===== src/rtl/assert_macros.svh =====
// assertion macros shared by the rtl files of the signature matcher
// depends on a clock named clk and an active-low reset named rst_n in scope
`ifndef ASSERT_MACROS_SVH
`define ASSERT_MACROS_SVH

// property checked at every rising clock edge outside reset
`define ASSERT_CLK(label, prop, msg) \
    label: assert property (@(posedge clk) disable iff (!rst_n) (prop)) else $error(msg);

// condition that must never be seen at a clock edge outside reset
`define ASSERT_NEVER(label, cond, msg) \
    `ASSERT_CLK(label, !(cond), msg)

`endif


===== src/rtl/scm_ram.sv =====
// generic single-write, single-read ram with registered read data
// no dependencies
module scm_ram #(
    parameter int WIDTH = 8,
    parameter int DEPTH = 16,
    localparam int AW = (DEPTH > 1) ? $clog2(DEPTH) : 1
) (
    input  logic             clk,
    input  logic             we,
    input  logic [AW-1:0]    waddr,
    input  logic [WIDTH-1:0] wdata,
    input  logic [AW-1:0]    raddr,
    output logic [WIDTH-1:0] rdata
);

    logic [WIDTH-1:0] mem [DEPTH];

    // write port and registered read port
    always_ff @(posedge clk)
    begin
        if (we)
        begin
            mem[waddr] <= wdata;
        end
        rdata <= mem[raddr];
    end

endmodule


===== config.mk =====
export PLATFORM = sky130hd
export DESIGN_NAME = scm_ram
export DESIGN_NICKNAME = d
export VERILOG_FILES = /design/src/rtl/assert_macros.svh /design/src/rtl/scm_ram.sv
export SDC_FILE = /design/constraint.sdc
export NUM_CORES = 1
export LEC_CHECK = 0
export ABC_AREA = 1
export BUFFER_PORTS_ARGS = -buffer_cell sky130_fd_sc_hd__buf_4
export CAP_MARGIN = 20
export CELL_PAD_IN_SITES_DETAIL_PLACEMENT = 0
export CELL_PAD_IN_SITES_GLOBAL_PLACEMENT = 1
export CORE_MARGIN = 3
export CORE_UTILIZATION = 49
export CTS_CLUSTER_SIZE = 28
export DETAILED_ROUTE_END_ITERATION = 7
export PLACE_DENSITY = 0.8
export SYNTH_ARGS = -nofsm -noshare
export SYNTH_HDL_FRONTEND = slang
export SYNTH_SLANG_ARGS = --single-unit

===== constraint.sdc =====
create_clock -name clk -period 1.2 [get_ports clk]
set_input_delay 0.12 -clock clk [delete_from_list [all_inputs] [get_ports clk]]
set_output_delay 0.12 -clock clk [all_outputs]
set_load 0.02 [all_outputs]

### After elaboration in Yosys (flattened, before gate mapping)

Memory sizes are Yosys's and may differ from the RTL's. A register that Yosys moved wholly into a read port is not among the register bits.
Cells that the tools add are included.

* bits in registers: 0
* bits in writable memories: 128
* logic and storage cells: 3
* memories kept: 1

Memory list
* mem: words 16, width 8, rd ports 1, clocked after memory_dff 1, write ports 1, RTL line scm_ram.sv:16 `logic [WIDTH-1:0] mem [DEPTH];`

* muxes and demuxes: 2

Operators by type and width (count)
* $mux 1: 2

### Logic depth before layout (Yosys ltp)

Gate-level depths: netlist of run 1.

* word-level depth: 2
* mapped depth: 8
* gate-level depth less buffers: 7

### Worst setup path after synthesis of run 1

OpenSTA, ideal clock, no wires.

* path kind: in2reg
* start point: in waddr[2]
* end point: mem mem[10][0] (enable)
* setup time: 0.370 ns
* stages on the path: 2
* path buffers: 0
* arrival time: 0.701 ns
* setup slack: 0.129 ns
* required time: 0.830 ns
* cells stage by stage: nand3b_1 nor2_1

RTL lines
* from (decl): RTL line scm_ram.sv:10 `input logic [AW-1:0] waddr,`
* to (decl): RTL line scm_ram.sv:16

No word-level cell before the write port.

==> results.ini, run 1 <==
[drt]
first_pass_iters=5
ant_nets=0
vias=3761
wl_per_cell_um=16.7
drt-initial-drc-count=316
drc=0
routed_wl_um=12500
via_per_inst=5.01

[place]
dp_cells=718
dp_hpwl_um=7700
io_buffers=25
place.gp.congestion=0.838

[synthesis]
synth_top_area_share_pct=66.7
synthCells=551
synthDistinctLibCells=12
netlist_top_cells_area=edfxtp_1 67%, nand2_1 11%, nand3_1 8.4%, inv_1 6.5%, dfxtp_1 2.8%
synth_warnings=0
synth.most_common_cell=nand2_1
yosys_register_bits=136
synth_nets=569
synth-async-reset-ratio_pct=0
synthTopCellsByCount=173 x nand2_1, 128 x edfxtp_1, 100 x inv_1
synth_area_leader_cell=edfxtp_1
synth-edff-count=128
synthesis.area_mm2=0.00577
avgSynthCellArea_um2=10.5
synth_ff_type=edfxtp_1
yosysSeqAreaShare_pct=69.4

[critical_path]
r2r_start=mem[1][7]
rrSetupSlack_ns=0.15
crit_type=register to register
cp_cell_sequence=inv_1, nand2_1, nand3_1, nand3_1, nand3_1, nand2_1
worstPathArrival_ns=1.34
startpoint_type=register
worstPathRequired_ns=1.49
cp_common_cell=nand3_1
cp_slowest_stage_delay_ns=0.36
cp-end-kind=register
r2r-end=rdata[7]
reg2reg_depth=6
cp_slowest_cell=edfxtp_1
cp_max_fo=1

[clock_tree]
path_clk_slew_ns=0.06
cts_tree=done
cts_made_buffers=17
root_buffer=clkbuf_16
cts_buffer_depth=2
post_cts_buffers=0
ctsHoldBuffers=0
htree_num_levels=4
cts_resized=0
clk_latency_ns=0.40
clock_sinks=136

[final_layout]
syn_to_final_growth_pct=17.2
fin_util_pct=60.5
fin_cells=750
nNetsFinal=615
diodes=0
drive_gt1_share_pct=13.4

[timing]
fmax_ghz=0.954
setup_viol=0
fin_crit_ns=1.05
worst_hold_slack_ns=0.0200
finClkSkew_ns=0.00546
tns_ns=0
period_share_pct=87.4
hold_viol_final=0
worst_pin_slew_ns=0.295
slew_viol_final=0
relSlewSlack_pct=80.3
rsz0062_at_grt=false

[floorplan]
die_width_um=114
dieHeight_um=114
pin_count=26
die-area_mm2=0.0131
start_util_pct=51.6
num_rows=38
core_area_mm2=0.0112

[global_route]
antenna_found_initial=0
grt_max_degree=48
grt_overflow=0
track_usage_pct=20.3
grt_pass1_vias=3487
grt_pass1_wl_um=19700

[power_and_ir_drop]
vdd_drop_max_mv=1.08
p_per_area_mw_per_mm2=1590
leakage_nw=2.95

[hold_path]
min_path_type=primary input to register
min_from=raddr[3]
hold_end=rdata[4]
hold_path_depth=3

[job]
maxCapViolCount=0

[status]
outcome=completed

worst max-delay path by stage:
stage / slack, ns / cells after the start / from / endpoint
after CTS: 0.13 / 1 / rdata[2] / rdata[2]
after detailed placement: 0.02 / 8 / raddr[0] / rdata[7]
after global placement: 0.03 / 8 / raddr[0] / rdata[7]
after floorplan: 0.13 / 2 / waddr[2] / mem[10][0]
final: 0.15 / 6 / mem[1][7] / rdata[7]
after global routing: 0.08 / 6 / mem[1][0] / rdata[0]
cell type report:
cell class | count | area [µm²]
Fill cell | 887 | 4410
Sequential cell | 136 | 4000
Multi-Input combinational cell | 289 | 1210
Timing Repair Buffer | 51 | 445
Clock buffer | 18 | 429
Inverter | 102 | 383
Tap cell | 140 | 175
Clock inverter | 14 | 110
sequential cells by signal (all words and copies together) (netlist names):
signal  flops
rdata       8
mem       128
logic make-up (layout without fill, tap and decap cells):
group	after synthesis	after routing	synth area share [%]
buffers and inverters	126	185	9.52
DFF	136	136	69.4
and+or+nand+nor	289	289	21.0
metal layers:
layer	up-vias	wire length [µm]	GRT usage, %
met5	-	0	0
met4	0	142	5.62
met3	13	712	4.33
met2	131	5910	31.4
met1	1749	5750	29.3
li1	1868	-	-
power by group:
group          total (mW)  internal [mW]  switching [mW]
Sequential           5.34           5.31          0.0329
Combinational       0.742          0.252           0.489
Clock                4.68           2.81            1.87
cells in the final DEF (no fill, tap or decap), drive strengths merged:
cell	n
clkinvlp	4
inv	102
nor2	17
nand3b	2
dfxtp	8
clkinv	9
buf	51
bufinv	1
edfxtp	128
nand3	97
clkbuf	18
nand2	173
stage by stage:
step                      setup slack (ns)  area (µm²)  total power, mW
after detailed placement            0.0221        6220             6.19
after global routing                0.0753        6760             11.1
after floorplan                      0.129        5770             5.85
after CTS                            0.125        6760             10.8
final                                0.151        6760             10.8
after global placement              0.0280        6220             6.18
critical path, delay by kind of cell, from the launching register on:
family	cells	cell delay [ns]
buffers and inverters	1	0.07
flip-flops	1	0.36
AND/OR/NAND/NOR	5	0.49
(Power assumes the default switching activity.)
==> run 2: changes to the inputs <==
Settings changed: CORE_UTILIZATION 49 to 40, PLACE_DENSITY 0.8 to 0.68, REMOVE_ABC_BUFFERS from default to 1.
==> run 2 against run 1 <==
Net effect: largest power group is now clock; global-route usage is 3.4 points lower; non-clock buffer count grew 7; clock power rose by 18%; critical endpoint is now rdata[7]; hold slack better by 0.015 ns.
==> results.ini, run 2 (same netlist as run 1, synthesis figures left out) <==
[status]
outcome=completed

[critical_path]
cp_max_fo=1
crit_start=rdata[7]
cp_num_buf_inv=1
startpoint_type=register
cp-end-kind=primary output
cp_slowest_stage_delay_ns=0.32
crit_family=flip-flops
cp_slowest_cell=dfxtp_1
worstPathRequired_ns=1.08
r2r_start=mem[4][7]
cp_cell_sequence=buf_4
worstPathArrival_ns=0.87
crit_type=register to primary output

[clock_tree]
post_cts_buffers=0
root_buffer=clkbuf_16
cts_resized=0
clk_latency_ns=0.41
ctsHoldBuffers=0
cts_buffer_depth=2
htree_num_levels=4
cts_made_buffers=17
cts_tree=done
clock_sinks=136
path_clk_slew_ns=0.06

[timing]
finClkSkew_ns=0.00800
fmax_ghz=1.01
rsz0062_at_grt=false
worst_pin_slew_ns=0.298
hold_viol_final=0
tns_ns=0
period_share_pct=82.3
fin_crit_ns=0.988
setup_viol=0
setup_slack_ns=0.212
slew_viol_final=0
relSlewSlack_pct=80.1

[power_and_ir_drop]
p_per_area_mw_per_mm2=1670
vdd_drop_max_mv=0.979
leakage_nw=3.03
power_mw=11.6

[global_route]
antenna_found_initial=0
grt_pass1_vias=3785
grt_overflow=0
grt_max_degree=49
track_usage_pct=17.0
grt_pass1_wl_um=20400

[final_layout]
final_common_cell=nand2_1
syn_to_final_growth_pct=20.6
largest_reg_flops=128
nNetsFinal=622
fin_cells=797
drive_gt1_share_pct=14.3
reg.largest.list=mem x128, rdata x8
nFillCells=1267
layout_common_cells=173 x nand2_1, 128 x edfxtp_1, 100 x inv_1, 97 x nand3_1, 53 x buf_4
diodes=0
regMostFlops=mem

[hold_path]
min_path_type=primary input to register
min_from=wdata[1]

[place]
dp_cells=765
io_buffers=25
dp_hpwl_um=8540
place_ws_ns=-0.000524
place.gp.congestion=0.775

[drt]
routed_wl_um=12700
drc=0
via_per_inst=4.69
first_pass_iters=4
ant_nets=0
wl_per_cell_um=16.0
drt-initial-drc-count=317
vias=3737

[floorplan]
start_util_pct=41.2
dieHeight_um=126
die_width_um=126
num_rows=43
pin_count=26
die-area_mm2=0.0159
core_area_mm2=0.0140

[job]
maxCapViolCount=0

run 2: where the power goes:
part / switching, mW / leakage [nW] / internal (mW) / total, mW
registers: 0.0278 / 1.22 / 5.31 / 5.34
clock network: 1.88 / 0.303 / 3.66 / 5.54
logic: 0.486 / 1.51 / 0.258 / 0.744
run 2: layout make-up:
cell class / count / area (µm²) / share of cell area, %
well taps: 180 / 225 / 3.24
inverters: 102 / 383 / 5.50
clock inverters: 14 / 204 / 2.93
multi-input cells: 289 / 1210 / 17.4
flip-flops and latches: 136 / 4000 / 57.6
clock buffers: 18 / 429 / 6.17
repair buffers: 58 / 498 / 7.16
run 2: worst paths after layout:
| kind | endpoint | slack [ns] | cells past startpoint |
|---|---|---|---|
| max | rdata[7] | 0.21 | 1 |
| min | mem[11][1] | 0.04 | 1 |
| max reg2reg | rdata[7] | 0.24 | 6 |
| min reg2reg | rdata[5] | 0.67 | 6 |
run 2: layer usage:
| metal | up-vias | global-route usage (%) | part of all wire, % |
|---|---|---|---|
| met5 | - | 0 | 0 |
| met4 | 0 | 6.25 | 1.5 |
| met3 | 17 | 3.22 | 2.6 |
| met1 | 1786 | 22.0 | 45 |
| met2 | 54 | 28.5 | 51 |
| li1 | 1880 | - | - |
run 2: through the flow:
step | hold slack [ns] | utilization, % | instance area [µm²]
2_1_floorplan | 0.219 | - | 5600
3_3_place_gp | 0.449 | 45.2 | 6320
3_5_place_dp | 0.452 | 45.2 | 6320
4_1_cts | 0.0227 | 49.7 | 6960
5_1_grt | 0.0373 | 49.7 | 6960
6_report | 0.0355 | 49.7 | 6960
==> run 3: changes to the inputs <==
Settings changed: ABC_AREA 1 to 0, PLACE_DENSITY 0.68 to 0.65.
Clock period 1.2 ns to 0.85 ns, I/O delays scaled along.
==> run 3 against run 2 <==
Net effect: critical path depth rose by 2; largest cell class unchanged; the flow now finishes with violations (setup timing); critical endpoint is now rdata[6]; final area down 6.4%; global-route usage shrank 1.6 points; synthesized cell count shrank 58%; area after synthesis is 11% lower; sequential share of layout area up 4.1 points.
==> results.ini, run 3 <==
[status]
outcome=complete, but fails checks
violations=setup timing

[drt]
routed_wl_um=10300
drc=0
wl_per_cell_um=21.2
drt-initial-drc-count=291
first_pass_iters=5
vias=2456
via_per_inst=5.06
ant_nets=0

[synthesis]
netlist_top_cells_area=edfxtp_1 75%, mux4_2 7.9%, mux4_1 7.1%, dfxtp_1 3.1%, a22oi_1 2.3%
yosys_register_bits=136
synth_top_area_share_pct=74.7
synth_warnings=0
synthDistinctLibCells=19
synth-async-reset-ratio_pct=0
yosysSeqAreaShare_pct=77.8
synthesis.area_mm2=0.00515
synthTopCellsByCount=128 x edfxtp_1, 18 x mux4_2, 16 x a22oi_1
synth_area_leader_cell=edfxtp_1
synthCells=229
synth.most_common_cell=edfxtp_1
synth-edff-count=128
synth_ff_type=edfxtp_1
avgSynthCellArea_um2=22.5

[critical_path]
cp_cell_sequence=mux4_2, a22oi_2, nand2_2
cp-end-kind=register
crit_type=register to register
worstPathArrival_ns=1.57
crit_family=multiplexers
cp_slowest_stage_delay_ns=0.49
cp_max_fo=1
startpoint_type=register
cp_slowest_cell=mux4_2
worstPathRequired_ns=1.13
cp_num_buf_inv=0

[final_layout]
regMostFlops=mem
nNetsFinal=322
fin_cells=485
fin_area_mm2=0.00651
diodes=0
syn_to_final_growth_pct=26.5
fin_util_pct=52.9
final_common_cell=edfxtp_1
reg.largest.list=mem x128, rdata x8
drive_gt1_share_pct=45.4
largest_reg_flops=128
layout_common_cells=128 x edfxtp_1, 44 x buf_4, 31 x mux4_2, 17 x clkbuf_16, 13 x nor2_1

[timing]
period_share_pct=152
finClkSkew_ns=0.00461
setup_slack_ns=-0.442
fin_crit_ns=1.29
hold_viol_final=0
rsz0062_at_grt=true
setup_viol=16
slew_viol_final=0
relSlewSlack_pct=32.7
worst_pin_slew_ns=1.01
worst_hold_slack_ns=0.165
fmax_ghz=0.774

[power_and_ir_drop]
power_mw=15.9
leakage_nw=2.19
p_per_area_mw_per_mm2=2440
vdd_drop_max_mv=1.39

[clock_tree]
clock_sinks=136
cts_buffer_depth=2
htree_num_levels=4
cts_made_buffers=17
post_cts_buffers=0
clk_latency_ns=0.40
path_clk_slew_ns=0.06
cts_tree=done
root_buffer=clkbuf_16

[floorplan]
pin_count=26
die-area_mm2=0.0143
start_util_pct=41.8
num_rows=40
core_area_mm2=0.0123
die_width_um=119
dieHeight_um=119

[global_route]
antenna_found_initial=0
grt_max_degree=17
track_usage_pct=15.4
grt_pass1_wl_um=15700
grt_overflow=0
grt_pass1_vias=2661

[place]
placed_cell_area_mm2=0.00574
io_buffers=25
dp_hpwl_um=6570
dp_cells=445
place.gp.congestion=0.701

[job]
maxCapViolCount=0

[hold_path]
min_path_type=primary input to register

-- run 3: final timing paths --
kind,start,end,slack (ns),cells after the start
worst min register to register,mem[6][1],rdata[1],0.68,3
worst min-delay path,waddr[0],mem[0][6],0.16,3
worst max-delay path,mem[11][6],rdata[6],-0.44,3
worst max register to register,mem[11][6],rdata[6],-0.44,3
-- run 3: timing repair --
item | CTS | global route
hold endpoints to repair | 128 | 0
setup endpoints to repair | 48 | 32
pin swaps | 13 | 5
resized for setup | 39 | 9
hold buffers | 8 | 0
-- run 3: area by class of cell --
class	count	area (µm²)
Fill cell	1002	5800
Timing Repair Buffer	66	594
Clock inverter	12	150
Tap cell	168	210
Clock buffer	20	457
Sequential cell	136	4010
Multi-Input combinational cell	83	1090
-- run 3: kinds of logic (layout without fill, tap and decap cells) --
family | count (synthesis) | after routing | share of synthesized area [%]
AND/OR/NAND/NOR | 35 | 35 | 3.18
buffers and inverters | 10 | 98 | 1.68
flip-flops | 136 | 136 | 77.8
AO/OA/AOI/OAI | 16 | 16 | 2.33
multiplexers | 32 | 32 | 15.0
-- run 3: metrics by stage --
stage | setup TNS (ns) | worst slack (ns)
final | -3.80 | -0.442
after global routing | -4.58 | -0.495
after CTS | -4.10 | -0.442
after detailed placement | -50.70 | -0.698
after global placement | -49.40 | -0.694
after floorplan | -42.50 | -0.728
-- run 3: power by group --
part,internal (mW),total (mW),switching [mW]
Combinational,0.477,0.963,0.486
Clock,4.75,7.35,2.60
Sequential,7.51,7.57,0.0582
-- run 3: layer usage --
layer / track usage, % / part of all wire (%) / routed length [µm] / vias up
li1: - / - / - / 1109
met1: 20.0 / 43 / 4440 / 1275
met2: 24.7 / 51 / 5250 / 63
met3: 4.56 / 4.3 / 446 / 9
met4: 5.73 / 1.3 / 134 / 0
met5: 0 / 0 / 0 / -
-- run 3: worst reg2reg max path: cells and delay by family, from the launching register on --
| kind | cells | cell delay (ns) |
|---|---|---|
| simple gates | 1 | 0.11 |
| flops | 1 | 0.36 |
| mux | 1 | 0.49 |
| compound gates | 1 | 0.21 |
