[config.mk]
export PLATFORM = sky130hd
export DESIGN_NAME = scm_scan
export DESIGN_NICKNAME = d
export VERILOG_FILES = /design/src/rtl/scm_pkg.sv /design/src/rtl/scm_ram.sv /design/src/rtl/scm_scan.sv
export VERILOG_INCLUDE_DIRS = /design/src /design/src/rtl
export SDC_FILE = /design/constraint.sdc
export NUM_CORES = 1
export LEC_CHECK = 0
export ABC_AREA = 1
export BUFFER_PORTS_ARGS = -buffer_cell sky130_fd_sc_hd__buf_2
export CORE_MARGIN = 2
export CORE_UTILIZATION = 57
export DETAILED_ROUTE_END_ITERATION = 10
export PLACE_DENSITY = 0.8
export SLEW_MARGIN = 5
export SYNTH_ARGS = -nofsm -noshare
export SYNTH_HDL_FRONTEND = slang
export SYNTH_SLANG_ARGS = --single-unit
[constraint.sdc]
create_clock -name clk -period 6.1 [get_ports clk]
set_input_delay 0.305 -clock clk [delete_from_list [all_inputs] [get_ports clk]]
set_output_delay 0.305 -clock clk [all_outputs]
set_load 0.01 [all_outputs]
[src/rtl/assert_macros.svh]
// assertion macros shared by the rtl files of the signature matcher
// depends on a clock named clk and an active-low reset named rst_n in scope
`ifndef ASSERT_MACROS_SVH
`define ASSERT_MACROS_SVH

// property checked at every rising clock edge outside reset
`define ASSERT_CLK(label, prop, msg) \
    label: assert property (@(posedge clk) disable iff (!rst_n) (prop)) else $error(msg);

// condition that must never be seen at a clock edge outside reset
`define ASSERT_NEVER(label, cond, msg) \
    `ASSERT_CLK(label, !(cond), msg)

`endif

[src/rtl/scm_pkg.sv]
// shared types, codes and constants of the signature matcher
// no dependencies
package scm_pkg;

    // field widths fixed by the interface
    localparam int ACTION_W   = 2;
    localparam int OS_IDX_W   = 4;
    localparam int OFFSET_W   = 11;
    localparam int DIGEST_W   = 64;
    localparam int ENTRY_W    = 2 * DIGEST_W;
    localparam int OS_COUNT_W = 5;
    localparam int STATUS_W   = 2;
    localparam int TOTAL_W    = 5;
    localparam int MASK_W     = 16;
    localparam int HIT_W      = 11;

    localparam logic [HIT_W-1:0] HIT_MAX = '1;

    // default sizing
    localparam int DEF_NUM_VERSIONS = 16;
    localparam int DEF_NUM_PAGES    = 2048;

    typedef enum logic [ACTION_W-1:0] {
        ACT_LOAD    = 2'd0,
        ACT_MATCH   = 2'd1,
        ACT_RESTART = 2'd2
    } action_t;

    typedef enum logic [STATUS_W-1:0] {
        ST_ONE     = 2'd0,
        ST_SEVERAL = 2'd1,
        ST_GAP     = 2'd2,
        ST_NONE    = 2'd3
    } status_t;

    // commands from the front end to the scan engine
    typedef struct packed {
        logic match;
        logic restart;
    } scm_cmd_t;

    // status from the scan engine to the front end
    typedef struct packed {
        logic busy;
        logic clearing;
    } scm_stat_t;

endpackage

[src/rtl/scm_ram.sv]
// generic single-write, single-read ram with registered read data
// no dependencies
module scm_ram #(
    parameter int WIDTH = 8,
    parameter int DEPTH = 16,
    localparam int AW = (DEPTH > 1) ? $clog2(DEPTH) : 1
) (
    input  logic             clk,
    input  logic             we,
    input  logic [AW-1:0]    waddr,
    input  logic [WIDTH-1:0] wdata,
    input  logic [AW-1:0]    raddr,
    output logic [WIDTH-1:0] rdata
);

    logic [WIDTH-1:0] mem [DEPTH];

    // write port and registered read port
    always_ff @(posedge clk)
    begin
        if (we)
        begin
            mem[waddr] <= wdata;
        end
        rdata <= mem[raddr];
    end

endmodule

[src/rtl/scm_scan.sv]
// scan engine: table clearing pass, per-version compare loop, hit counters
// depends on scm_pkg, scm_ram and assert_macros.svh
`include "assert_macros.svh"

module scm_scan
    import scm_pkg::*;
#(
    parameter int NUM_VERSIONS = DEF_NUM_VERSIONS,
    parameter int NUM_PAGES    = DEF_NUM_PAGES,
    localparam int VW  = $clog2(NUM_VERSIONS),
    localparam int PW  = $clog2(NUM_PAGES),
    localparam int TAW = VW + PW
) (
    input  logic                  clk,
    input  logic                  rst_n,
    input  scm_cmd_t              cmd,
    input  logic [OFFSET_W-1:0]   page_offset,
    input  logic [DIGEST_W-1:0]   digest_high,
    input  logic [DIGEST_W-1:0]   digest_low,
    input  logic [OS_COUNT_W-1:0] os_count,
    output logic [TAW-1:0]        tbl_raddr,
    input  logic [ENTRY_W-1:0]    tbl_rdata,
    output logic                  clr_we,
    output logic [TAW-1:0]        clr_addr,
    output scm_stat_t             stat,
    output logic                  done,
    output logic [STATUS_W-1:0]   status,
    output logic [OS_IDX_W-1:0]   last_match_os,
    output logic [TOTAL_W-1:0]    match_total,
    output logic [MASK_W-1:0]     alive_mask,
    output logic                  leading_valid,
    output logic [OS_IDX_W-1:0]   leading_os,
    output logic [HIT_W-1:0]      leading_count
);

    localparam int CW = $clog2(NUM_VERSIONS + 1);
    localparam logic [VW-1:0]  LAST_VER  = VW'(NUM_VERSIONS - 1);
    localparam logic [TAW-1:0] LAST_ADDR = '1;

    typedef enum logic [1:0] {S_CLEAR, S_IDLE, S_SCAN, S_TAIL} state_t;

    state_t                    state_reg, state_next;
    logic [TAW-1:0]            clr_addr_reg, clr_addr_next;
    logic [VW-1:0]             rd_idx_reg, rd_idx_next;
    logic                      s1_vld_reg, s1_vld_next;
    logic [VW-1:0]             s1_idx_reg, s1_idx_next;
    logic [PW-1:0]             off_reg, off_next;
    logic                      inrange_reg, inrange_next;
    logic [ENTRY_W-1:0]        dig_reg, dig_next;
    logic [NUM_VERSIONS-1:0]   live_reg, live_next;
    logic [NUM_VERSIONS-1:0]   hit_vld_reg, hit_vld_next;
    logic [CW-1:0]             match_cnt_reg, match_cnt_next;
    logic                      gap_reg, gap_next;
    logic [NUM_VERSIONS-1:0]   drop_reg, drop_next;
    logic [VW-1:0]             last_reg, last_next;
    logic [VW-1:0]             lead_os_reg, lead_os_next;
    logic [HIT_W-1:0]          lead_cnt_reg, lead_cnt_next;
    logic                      done_reg, done_next;
    status_t                   status_reg, status_next;
    logic [OS_IDX_W-1:0]       last_out_reg, last_out_next;
    logic [TOTAL_W-1:0]        total_reg, total_next;
    logic [MASK_W-1:0]         alive_reg, alive_next;
    logic                      lvalid_reg, lvalid_next;
    logic [OS_IDX_W-1:0]       los_reg, los_next;
    logic [HIT_W-1:0]          lcnt_reg, lcnt_next;

    logic [HIT_W-1:0]          hit_rdata;
    logic                      base, ent_zero, ent_eq;
    logic                      is_gap, is_hit, is_miss;
    logic [HIT_W-1:0]          cnt_old, cnt_new;
    logic [CW-1:0]             match_fin;
    logic                      gap_fin;
    logic [NUM_VERSIONS-1:0]   drop_fin, live_fin;
    logic [VW-1:0]             last_fin, lead_os_fin;
    logic [HIT_W-1:0]          lead_cnt_fin;
    logic                      final_step;

    // hit counters, one entry per version, written back in the cycle after the read
    scm_ram #(
        .WIDTH (HIT_W),
        .DEPTH (NUM_VERSIONS)
    ) u_hits (
        .clk   (clk),
        .we    (s1_vld_reg),
        .waddr (s1_idx_reg),
        .wdata (cnt_new),
        .raddr (rd_idx_reg),
        .rdata (hit_rdata)
    );

    // compare stage on the data read in the previous cycle
    always_comb
    begin
        base     = s1_vld_reg && (32'(s1_idx_reg) < 32'(os_count)) && live_reg[s1_idx_reg];
        ent_zero = (tbl_rdata == '0);
        ent_eq   = (tbl_rdata == dig_reg);
        is_gap   = base && (!inrange_reg || ent_zero);
        is_hit   = base && inrange_reg && !ent_zero && ent_eq;
        is_miss  = base && inrange_reg && !ent_zero && !ent_eq;
        cnt_old  = hit_vld_reg[s1_idx_reg] ? hit_rdata : '0;
        cnt_new  = (is_hit && (cnt_old != HIT_MAX)) ? cnt_old + HIT_W'(1) : cnt_old;

        match_fin = match_cnt_reg + CW'(is_hit);
        gap_fin   = gap_reg || is_gap;
        drop_fin  = drop_reg | (is_miss ? (NUM_VERSIONS'(1) << s1_idx_reg) : '0);
        last_fin  = is_hit ? s1_idx_reg : last_reg;

        // strict compare keeps the lowest index on ties
        if (s1_vld_reg && (cnt_new > lead_cnt_reg))
        begin
            lead_os_fin  = s1_idx_reg;
            lead_cnt_fin = cnt_new;
        end
        else
        begin
            lead_os_fin  = lead_os_reg;
            lead_cnt_fin = lead_cnt_reg;
        end

        live_fin   = (match_fin != '0) ? (live_reg & ~drop_fin) : live_reg;
        final_step = s1_vld_reg && (s1_idx_reg == LAST_VER);
    end

    // next-state logic
    always_comb
    begin
        state_next     = state_reg;
        clr_addr_next  = clr_addr_reg;
        rd_idx_next    = rd_idx_reg;
        s1_vld_next    = 1'b0;
        s1_idx_next    = s1_idx_reg;
        off_next       = off_reg;
        inrange_next   = inrange_reg;
        dig_next       = dig_reg;
        live_next      = live_reg;
        hit_vld_next   = hit_vld_reg;
        match_cnt_next = match_cnt_reg;
        gap_next       = gap_reg;
        drop_next      = drop_reg;
        last_next      = last_reg;
        lead_os_next   = lead_os_reg;
        lead_cnt_next  = lead_cnt_reg;
        done_next      = 1'b0;
        status_next    = status_reg;
        last_out_next  = last_out_reg;
        total_next     = total_reg;
        alive_next     = alive_reg;
        lvalid_next    = lvalid_reg;
        los_next       = los_reg;
        lcnt_next      = lcnt_reg;

        unique case (state_reg)
            S_CLEAR:
            begin
                clr_addr_next = clr_addr_reg + TAW'(1);
                if (clr_addr_reg == LAST_ADDR)
                begin
                    state_next = S_IDLE;
                end
            end
            S_IDLE:
            begin
                if (cmd.restart)
                begin
                    live_next    = '1;
                    hit_vld_next = '0;
                end
                else if (cmd.match)
                begin
                    off_next       = PW'(page_offset);
                    inrange_next   = (32'(page_offset) < NUM_PAGES);
                    dig_next       = {digest_high, digest_low};
                    rd_idx_next    = '0;
                    match_cnt_next = '0;
                    gap_next       = 1'b0;
                    drop_next      = '0;
                    last_next      = '0;
                    lead_os_next   = '0;
                    lead_cnt_next  = '0;
                    state_next     = S_SCAN;
                end
            end
            S_SCAN:
            begin
                s1_vld_next = 1'b1;
                s1_idx_next = rd_idx_reg;
                rd_idx_next = rd_idx_reg + VW'(1);
                if (rd_idx_reg == LAST_VER)
                begin
                    state_next = S_TAIL;
                end
            end
            S_TAIL:
            begin
                state_next = S_IDLE;
            end
        endcase

        // accumulate over the compare stage
        if (s1_vld_reg)
        begin
            hit_vld_next[s1_idx_reg] = 1'b1;
            match_cnt_next = match_fin;
            gap_next       = gap_fin;
            drop_next      = drop_fin;
            last_next      = last_fin;
            lead_os_next   = lead_os_fin;
            lead_cnt_next  = lead_cnt_fin;
        end

        // last version seen: settle the live mask and load the result registers
        if (final_step)
        begin
            live_next     = live_fin;
            done_next     = 1'b1;
            last_out_next = OS_IDX_W'(last_fin);
            total_next    = TOTAL_W'(match_fin);
            alive_next    = MASK_W'(live_fin);
            lvalid_next   = (lead_cnt_fin != '0);
            los_next      = OS_IDX_W'(lead_os_fin);
            lcnt_next     = lead_cnt_fin;
            priority if (match_fin == CW'(1))
            begin
                status_next = ST_ONE;
            end
            else if (match_fin != '0)
            begin
                status_next = ST_SEVERAL;
            end
            else if (gap_fin)
            begin
                status_next = ST_GAP;
            end
            else
            begin
                status_next = ST_NONE;
            end
        end
    end

    // state and registered outputs
    always_ff @(posedge clk or negedge rst_n)
    begin
        if (!rst_n)
        begin
            state_reg     <= S_CLEAR;
            clr_addr_reg  <= '0;
            rd_idx_reg    <= '0;
            s1_vld_reg    <= 1'b0;
            s1_idx_reg    <= '0;
            off_reg       <= '0;
            inrange_reg   <= 1'b0;
            dig_reg       <= '0;
            live_reg      <= '1;
            hit_vld_reg   <= '0;
            match_cnt_reg <= '0;
            gap_reg       <= 1'b0;
            drop_reg      <= '0;
            last_reg      <= '0;
            lead_os_reg   <= '0;
            lead_cnt_reg  <= '0;
            done_reg      <= 1'b0;
            status_reg    <= ST_NONE;
            last_out_reg  <= '0;
            total_reg     <= '0;
            alive_reg     <= '0;
            lvalid_reg    <= 1'b0;
            los_reg       <= '0;
            lcnt_reg      <= '0;
        end
        else
        begin
            state_reg     <= state_next;
            clr_addr_reg  <= clr_addr_next;
            rd_idx_reg    <= rd_idx_next;
            s1_vld_reg    <= s1_vld_next;
            s1_idx_reg    <= s1_idx_next;
            off_reg       <= off_next;
            inrange_reg   <= inrange_next;
            dig_reg       <= dig_next;
            live_reg      <= live_next;
            hit_vld_reg   <= hit_vld_next;
            match_cnt_reg <= match_cnt_next;
            gap_reg       <= gap_next;
            drop_reg      <= drop_next;
            last_reg      <= last_next;
            lead_os_reg   <= lead_os_next;
            lead_cnt_reg  <= lead_cnt_next;
            done_reg      <= done_next;
            status_reg    <= status_next;
            last_out_reg  <= last_out_next;
            total_reg     <= total_next;
            alive_reg     <= alive_next;
            lvalid_reg    <= lvalid_next;
            los_reg       <= los_next;
            lcnt_reg      <= lcnt_next;
        end
    end

    // table access and status
    assign tbl_raddr      = {rd_idx_reg, off_reg};
    assign clr_we         = (state_reg == S_CLEAR);
    assign clr_addr       = clr_addr_reg;
    assign stat.busy      = (state_reg != S_IDLE);
    assign stat.clearing  = (state_reg == S_CLEAR);

    assign done          = done_reg;
    assign status        = status_reg;
    assign last_match_os = last_out_reg;
    assign match_total   = total_reg;
    assign alive_mask    = alive_reg;
    assign leading_valid = lvalid_reg;
    assign leading_os    = los_reg;
    assign leading_count = lcnt_reg;

    // checks
    `ASSERT_CLK(a_done_after_tail, done_reg |-> $past(state_reg == S_TAIL), "early result")
    `ASSERT_NEVER(a_live_shrinks, (state_reg == S_TAIL) && |(live_fin & ~live_reg), "live grew")
    `ASSERT_NEVER(a_one_total, (status_reg == ST_ONE) && (total_reg != TOTAL_W'(1)), "bad total")

endmodule
# Yosys cells after proc, flatten, opt, wreduce, memory -nomap -nowiden
# Memories as Yosys holds them, arrays and structs flattened. A register that Yosys moved wholly into a read port is not among the register bits.
# Cells that the tools add are included.
[word_totals]
ff_bits = 283
inputBits = 276
output_inout_bits = 77
memories = 1
elab_cells = 137
mem_bits_rw = 176
[op_classes]
eq_ne = 15
mux = 53
magnitude_cmp = 4
bitwise = 5
shifts = 1
reduce_logical = 30
addsub = 4
[mem_list]
columns = ["name", "words", "width", "rd", "rd_clocked_by_memory_dff", "wr", "line", "text"]
rows = [
  ["u_hits.mem", 16, 11, 1, 1, 1, "scm_ram.sv:16", "logic [WIDTH-1:0] mem [DEPTH];"],
]
[ops]
columns = ["op", "count"]
rows = [
  ["16-bit 2-to-1 mux", 12],
  ["128-bit equality test", 1],
  ["128-bit zero test", 1],
  ["11-bit 2-to-1 mux", 7],
  ["16-bit OR", 2],
  ["4-bit 2-to-1 mux", 7],
  ["5-bit 2-to-1 mux", 4],
  ["16-bit AND", 1],
  ["16-bit inverter", 1],
  ["1-bit by 4-bit left shift with 16-bit output (first input constant)", 1],
  ["15-bit by 1-bit adder with 15-bit output (second input constant)", 1],
  ["15-bit equality test (second input constant)", 1],
  ["1-bit 2-to-1 mux", 12],
  ["2-bit 2-to-1 mux", 6],
  ["11-bit by 1-bit adder with 11-bit output (second input constant)", 1],
  ["11-bit > comparator", 1],
  ["1-bit logical AND", 11],
  ["11-bit inequality test (second input constant)", 1],
  ["11-bit nonzero test", 1],
  ["2-bit nonzero test", 5],
  ["3-bit AND reduction", 3],
  ["1-bit binary-select mux with 4-bit select", 2],
  ["4-bit equality test (second input constant)", 2],
  ["2-bit one-hot mux with 4 select lines", 1],
  ["19 further kinds", 27],
]

# Logic depth before layout (Yosys ltp)
[logic_depth]
depth_word = 12
mapped_depth = 38

# By module
# A second synthesis with hierarchy kept.
[hier_totals]
hier_cells = 2704
area_unflattened_um2 = 22635.5
[modules_own_cells]
columns = ["mod", "seq_area_each_um2", "cells_per_inst", "n_inst", "area_each_um2"]
rows = [
  ["scm_scan", 7104.3, 1957, 1, 14782.9],
  ["scm_ram", 5505.3, 747, 1, 7852.5],
]

# Worst setup path after synthesis
# OpenSTA, ideal clock, no wires.
[synth_timing]
path_type = "register to register"
start = "register s1_idx_reg[1]"
end = "register lvalid_reg (netlist: leading_valid)"
setup_ps = 121
n_path_buf = 3
period_less_slack_ps = 4751
arrival_time_ps = 4630
stages_incl_launch_ff = 32
path_slack_ps = 1349
cell_sequence = "dfrtp_1 -> clkinv_1 -> nand2_1 -> nand2_1 -> nand2_1 -> nand2_1 -> nor2_1 -> nor2_1 -> ha_1 -> nand2_1 -> inv_1 -> nand3_4 -> nor2_8 -> nand3_4 -> nand2_4 -> buf_12 -> nand2_1 -> a21boi_0 -> ha_1 -> nand2_1 -> nor2_1 -> nand2_1 -> nor3_1 -> a41oi_1 -> nand2_1 -> clkbuf_1 -> clkbuf_1 -> nand2_1 -> nand2_1 -> nand3_1 -> nor2_1 -> a21oi_2"
[synth_between]
elab_chain_cells = 12
elab_cells_between_ends = 21
[synth_lines]
columns = ["element", "line", "text"]
rows = [
  ["start, declared", "scm_scan.sv:46", "logic [VW-1:0] s1_idx_reg, s1_idx_next;"],
  ["start signal, assigned", "scm_scan.sv:277", "s1_idx_reg <= s1_idx_next;"],
  ["parallel branches: the longest is 7 deep, another holds 11-bit by 1-bit adder with 11-bit output", "n/a", ""],
  ["11-bit 2-to-1 mux (*)", "scm_scan.sv:101", "cnt_new = (is_hit && (cnt_old != HIT_MAX)) ? cnt_old + HIT_W'(1) : cnt_old;"],
  ["named net cnt_new[9]", "scm_scan.sv:70", "logic [HIT_W-1:0] cnt_old, cnt_new;"],
  ["11-bit > comparator", "scm_scan.sv:109", "if (s1_vld_reg && (cnt_new > lead_cnt_reg))"],
  ["1-bit logical AND", "scm_scan.sv:109", ""],
  ["11-bit 2-to-1 mux (*)", "scm_scan.sv:109", ""],
  ["11-bit nonzero test (*)", "scm_scan.sv:219", "lvalid_next = (lead_cnt_fin != '0);"],
  ["end signal, assigned", "scm_scan.sv:294", "lvalid_reg <= lvalid_next;"],
  ["end, declared", "scm_scan.sv:63", "logic lvalid_reg, lvalid_next;"],
]
# Mark *: on every way through the listed nets, which the timed path passes. The select of a mux whose other input is x is not followed.
# A chain may end at the register's enable or synchronous reset.

# Worst setup path in the final report
[layout_timing]
start = "register s1_idx_reg[0]"
end = "register lvalid_reg (netlist: leading_valid)"
# The elaborated chain is that of the path after synthesis.

==> results.json <==
{
  "slew_viol_final": 0,
  "drt_first_pass_iters": 6,
  "io_pins": 353,
  "hpwlAfterDp_mm": 45.18,
  "largest_net_degree_at_the_start_of_global_routing": 224,
  "initial_utilization_pct": 57.72,
  "criticalPathCategory": "flip-flop to flip-flop",
  "final_cell_area_um2": 28290,
  "rows": 73,
  "final_layout_net_count": 3486,
  "viasPerCell": 5.453,
  "grt_pass1_wl_mm": 110.2,
  "synth.yosys.seq_area_share_pct": 54.99,
  "n_fill_cell": 2830,
  "critPathCaptureType": "flip-flop",
  "route.vias.total": 20548,
  "antenna_left": 0,
  "timing.critical_path.arrival_ns": 5.84,
  "fin_worst_hold_slack_ns": 0.01820,
  "layout-drive-gt1-share_pct": 17.53,
  "post-route-min-period_ns": 5.366,
  "p_leak_nw": 13.97,
  "worst_ir_drop_vdd_v": 0.0002870,
  "cts_htree_levels": 2,
  "worst_slew_margin_rel_pct": 20.04,
  "fp.dieH_um": 204.6,
  "most-common-layout-cells": "sky130_fd_sc_hd__nand2_1 (766), sky130_fd_sc_hd__nor2_1 (396), sky130_fd_sc_hd__inv_1 (355)",
  "detailedPlace.worstSlack_ns": 0.5499,
  "final_common_cell": "sky130_fd_sc_hd__nand2_1",
  "hold_path.class": "input port to flip-flop",
  "final_core_utilization_pct": 71.20,
  "cts-buffers-inserted": 49,
  "skew_ns": 0.01664,
  "most_repeated_library_cell_on_the_critical_path": "sky130_fd_sc_hd__nand2_1",
  "worst_pin_slew_ns": 1.196,
  "setup_ws_ns": 0.7342,
  "cts.reportedPaths.clkPinSlew_ns": 0.07,
  "total_die_area_um2": 41850,
  "floorplan.die.width_um": 204.6,
  "first_global_vias": 21073,
  "syn-instance-count": 2721,
  "yosysWarningCount": 0,
  "critPathMaxFanout": 20,
  "first_iter_violations": 1827,
  "total_congestion_overflow": 0,
  "drt-wirelength-per-cell_um": 18.51,
  "postRouteWirelength_mm": 69.75,
  "max_cap_viol_count": 0,
  "synthesis.area_um2": 22930,
  "gr-usage-all-layers_pct": 33.85,
  "place_congestion": 0.9315,
  "cts_num_sinks": 470,
  "power.density_cell_area_nw_per_um2": 430.4,
  "path_delay_family": "simple AND/OR/NAND/NOR gates",
  "yosys.cell_types.count": 45,
  "fin_setup_tns_ns": 0,
  "rsz0062_at_grt": "no",
  "timing.final.hold_violations": 0,
  "ffs_latches_synth": 470,
  "critical_path.n_buffers_inverters": 7,
  "post-route-drc-count": 0,
  "floorplan_core_area_um2": 39730,
  "clock_latency_at_the_later_pin_of_the_worst_skew_pair_ns": 0.59,
  "cts.repair_timing.setup_buffer_count": 0,
  "type_of_origin_of_the_critical_path": "flip-flop",
  "layout-area-overhead-vs-synth_pct": 23.36,
  "critical-path-slowest-cell": "sky130_fd_sc_hd__dfrtp_1",
  "port_buffers": 352,
  "required_ns": 6.58,
  "number_of_antenna_violations_at_the_first_check_in_global_routing": 17,
  "placed_area_um2": 25180,
  "clk_path_buf_depth": 3,
  "result_of_the_run": "complete, no violations",
  "average_cell_area_after_synthesis_um2": 8.428,
  "synth.net_count": 3020,
  "cts_root_buf": "sky130_fd_sc_hd__clkbuf_16",
  "max_stage_delay_ns": 0.54,
  "achievable-frequency_mhz": 186.4,
  "finalCritPeriodShare_pct": 87.96,
  "max_ffs_per_register": 176,
  "setup_viol": 0,
  "cts_tree": "done"
}
[metrics by stage]
stage               std cells  total power [mW]
floorplan                2721             7.468
global placement         3529             8.528
detailed placement       3529             8.742
CTS                      3753             12.08
global route             3765             12.89
finish                   3768             12.17
[worst reg2reg max path: cells and delay by family, from the launching register on]
family                   cells  cell delay (ns)
buffers and inverters        7             1.37
adder cells (fa/ha/maj)      2             0.47
AND/OR/NAND/NOR             24             2.67
flip-flops                   1             0.54
AO/OA/AOI/OAI                2             0.21
[synthesized netlist by cell type, drive strengths merged]
cell / n / area (um2)
a21boi: 1 / 7.510
a21oi: 160 / 804.5
a221oi: 13 / 113.9
a22o: 1 / 8.760
a41oi: 1 / 8.760
buf: 13 / 92.58
clkbuf: 78 / 292.8
clkinv: 3 / 11.26
dfrtp: 265 / 6631
dfstp: 18 / 473.0
dfxtp: 11 / 220.2
edfxtp: 176 / 5285
ha: 23 / 287.8
inv: 362 / 1359
mux2: 50 / 563.0
nand2: 778 / 2972
nand3: 78 / 430.4
nand3b: 3 / 22.52
nand4: 17 / 106.4
nor2: 412 / 1589
nor3: 2 / 10.01
nor3b: 1 / 7.510
o2111ai: 3 / 26.28
o21ai: 138 / 690.7
o21bai: 1 / 7.510
o221ai: 8 / 70.07
o22ai: 31 / 193.9
o31ai: 1 / 7.510
o41ai: 1 / 8.760
xnor2: 40 / 350.3
xor2: 32 / 280.3
[logic make-up (layout without fill, tap and decap cells)]
logic type | Yosys count | count (layout) | synth area share [%]
AO/OA/AOI/OAI | 359 | 359 | 8.495
multiplexers | 50 | 50 | 2.455
XOR/XNOR | 72 | 72 | 2.750
AND/OR/NAND/NOR | 1291 | 1291 | 22.40
other | 0 | 15 | 0
buffers and inverters | 456 | 963 | 7.655
flip-flops | 470 | 470 | 54.99
adder cells (fa/ha/maj) | 23 | 23 | 1.255
[what timing repair did]
action                     in CTS  in global routing
hold buffers                  132                  0
gates resized for setup         0                  2
setup endpoints to repair       0                  1
hold endpoints to repair      236                  0
[power breakdown]
part	leakage, nW	internal, mW	switching, mW
clock	0.860	1.97	1.29
combinational	8.04	1.40	2.68
sequential	5.07	4.30	0.526
[layout make-up]
type	instances	area [um2]	share of cell area [%]
flip-flops and latches	470	12610	44.58
repair buffers	506	3271	11.56
clock inverters	28	377.9	1.336
well taps	525	656.9	2.322
diodes	15	37.54	0.1327
inverters	365	1370	4.843
clock buffers	64	1366	4.830
multi-input cells	1795	8598	30.39
[layer usage]
layer | global-route usage, % | up-vias | routed length [um]
li1 | - | 9567 | -
met2 | 55.91 | 1005 | 33160
met5 | 0 | - | 45
met4 | 18.27 | 6 | 4046
met1 | 41.91 | 9679 | 26790
met3 | 6.888 | 291 | 5709
[final timing paths]
path | startpoint | cells after the start | end | slack, ns
max | s1_idx_reg[0]$_DFFE_PN0P_ | 35 | leading_valid$_DFFE_PN0P_ | 0.73
min | digest_high[3] | 3 | dig_reg[67]$_DFFE_PN0P_ | 0.02
max reg2reg | s1_idx_reg[0]$_DFFE_PN0P_ | 35 | leading_valid$_DFFE_PN0P_ | 0.73
min reg2reg | leading_count[3]$_DFFE_PN0P_ | 2 | leading_count[3]$_DFFE_PN0P_ | 0.47
max in group asynchronous | rst_n | 3 | done$_DFF_PN0_ | 4.20
min in group asynchronous | rst_n | 2 | dig_reg[8]$_DFFE_PN0P_ | 0.39
Power figures use the tool's default switching activity.
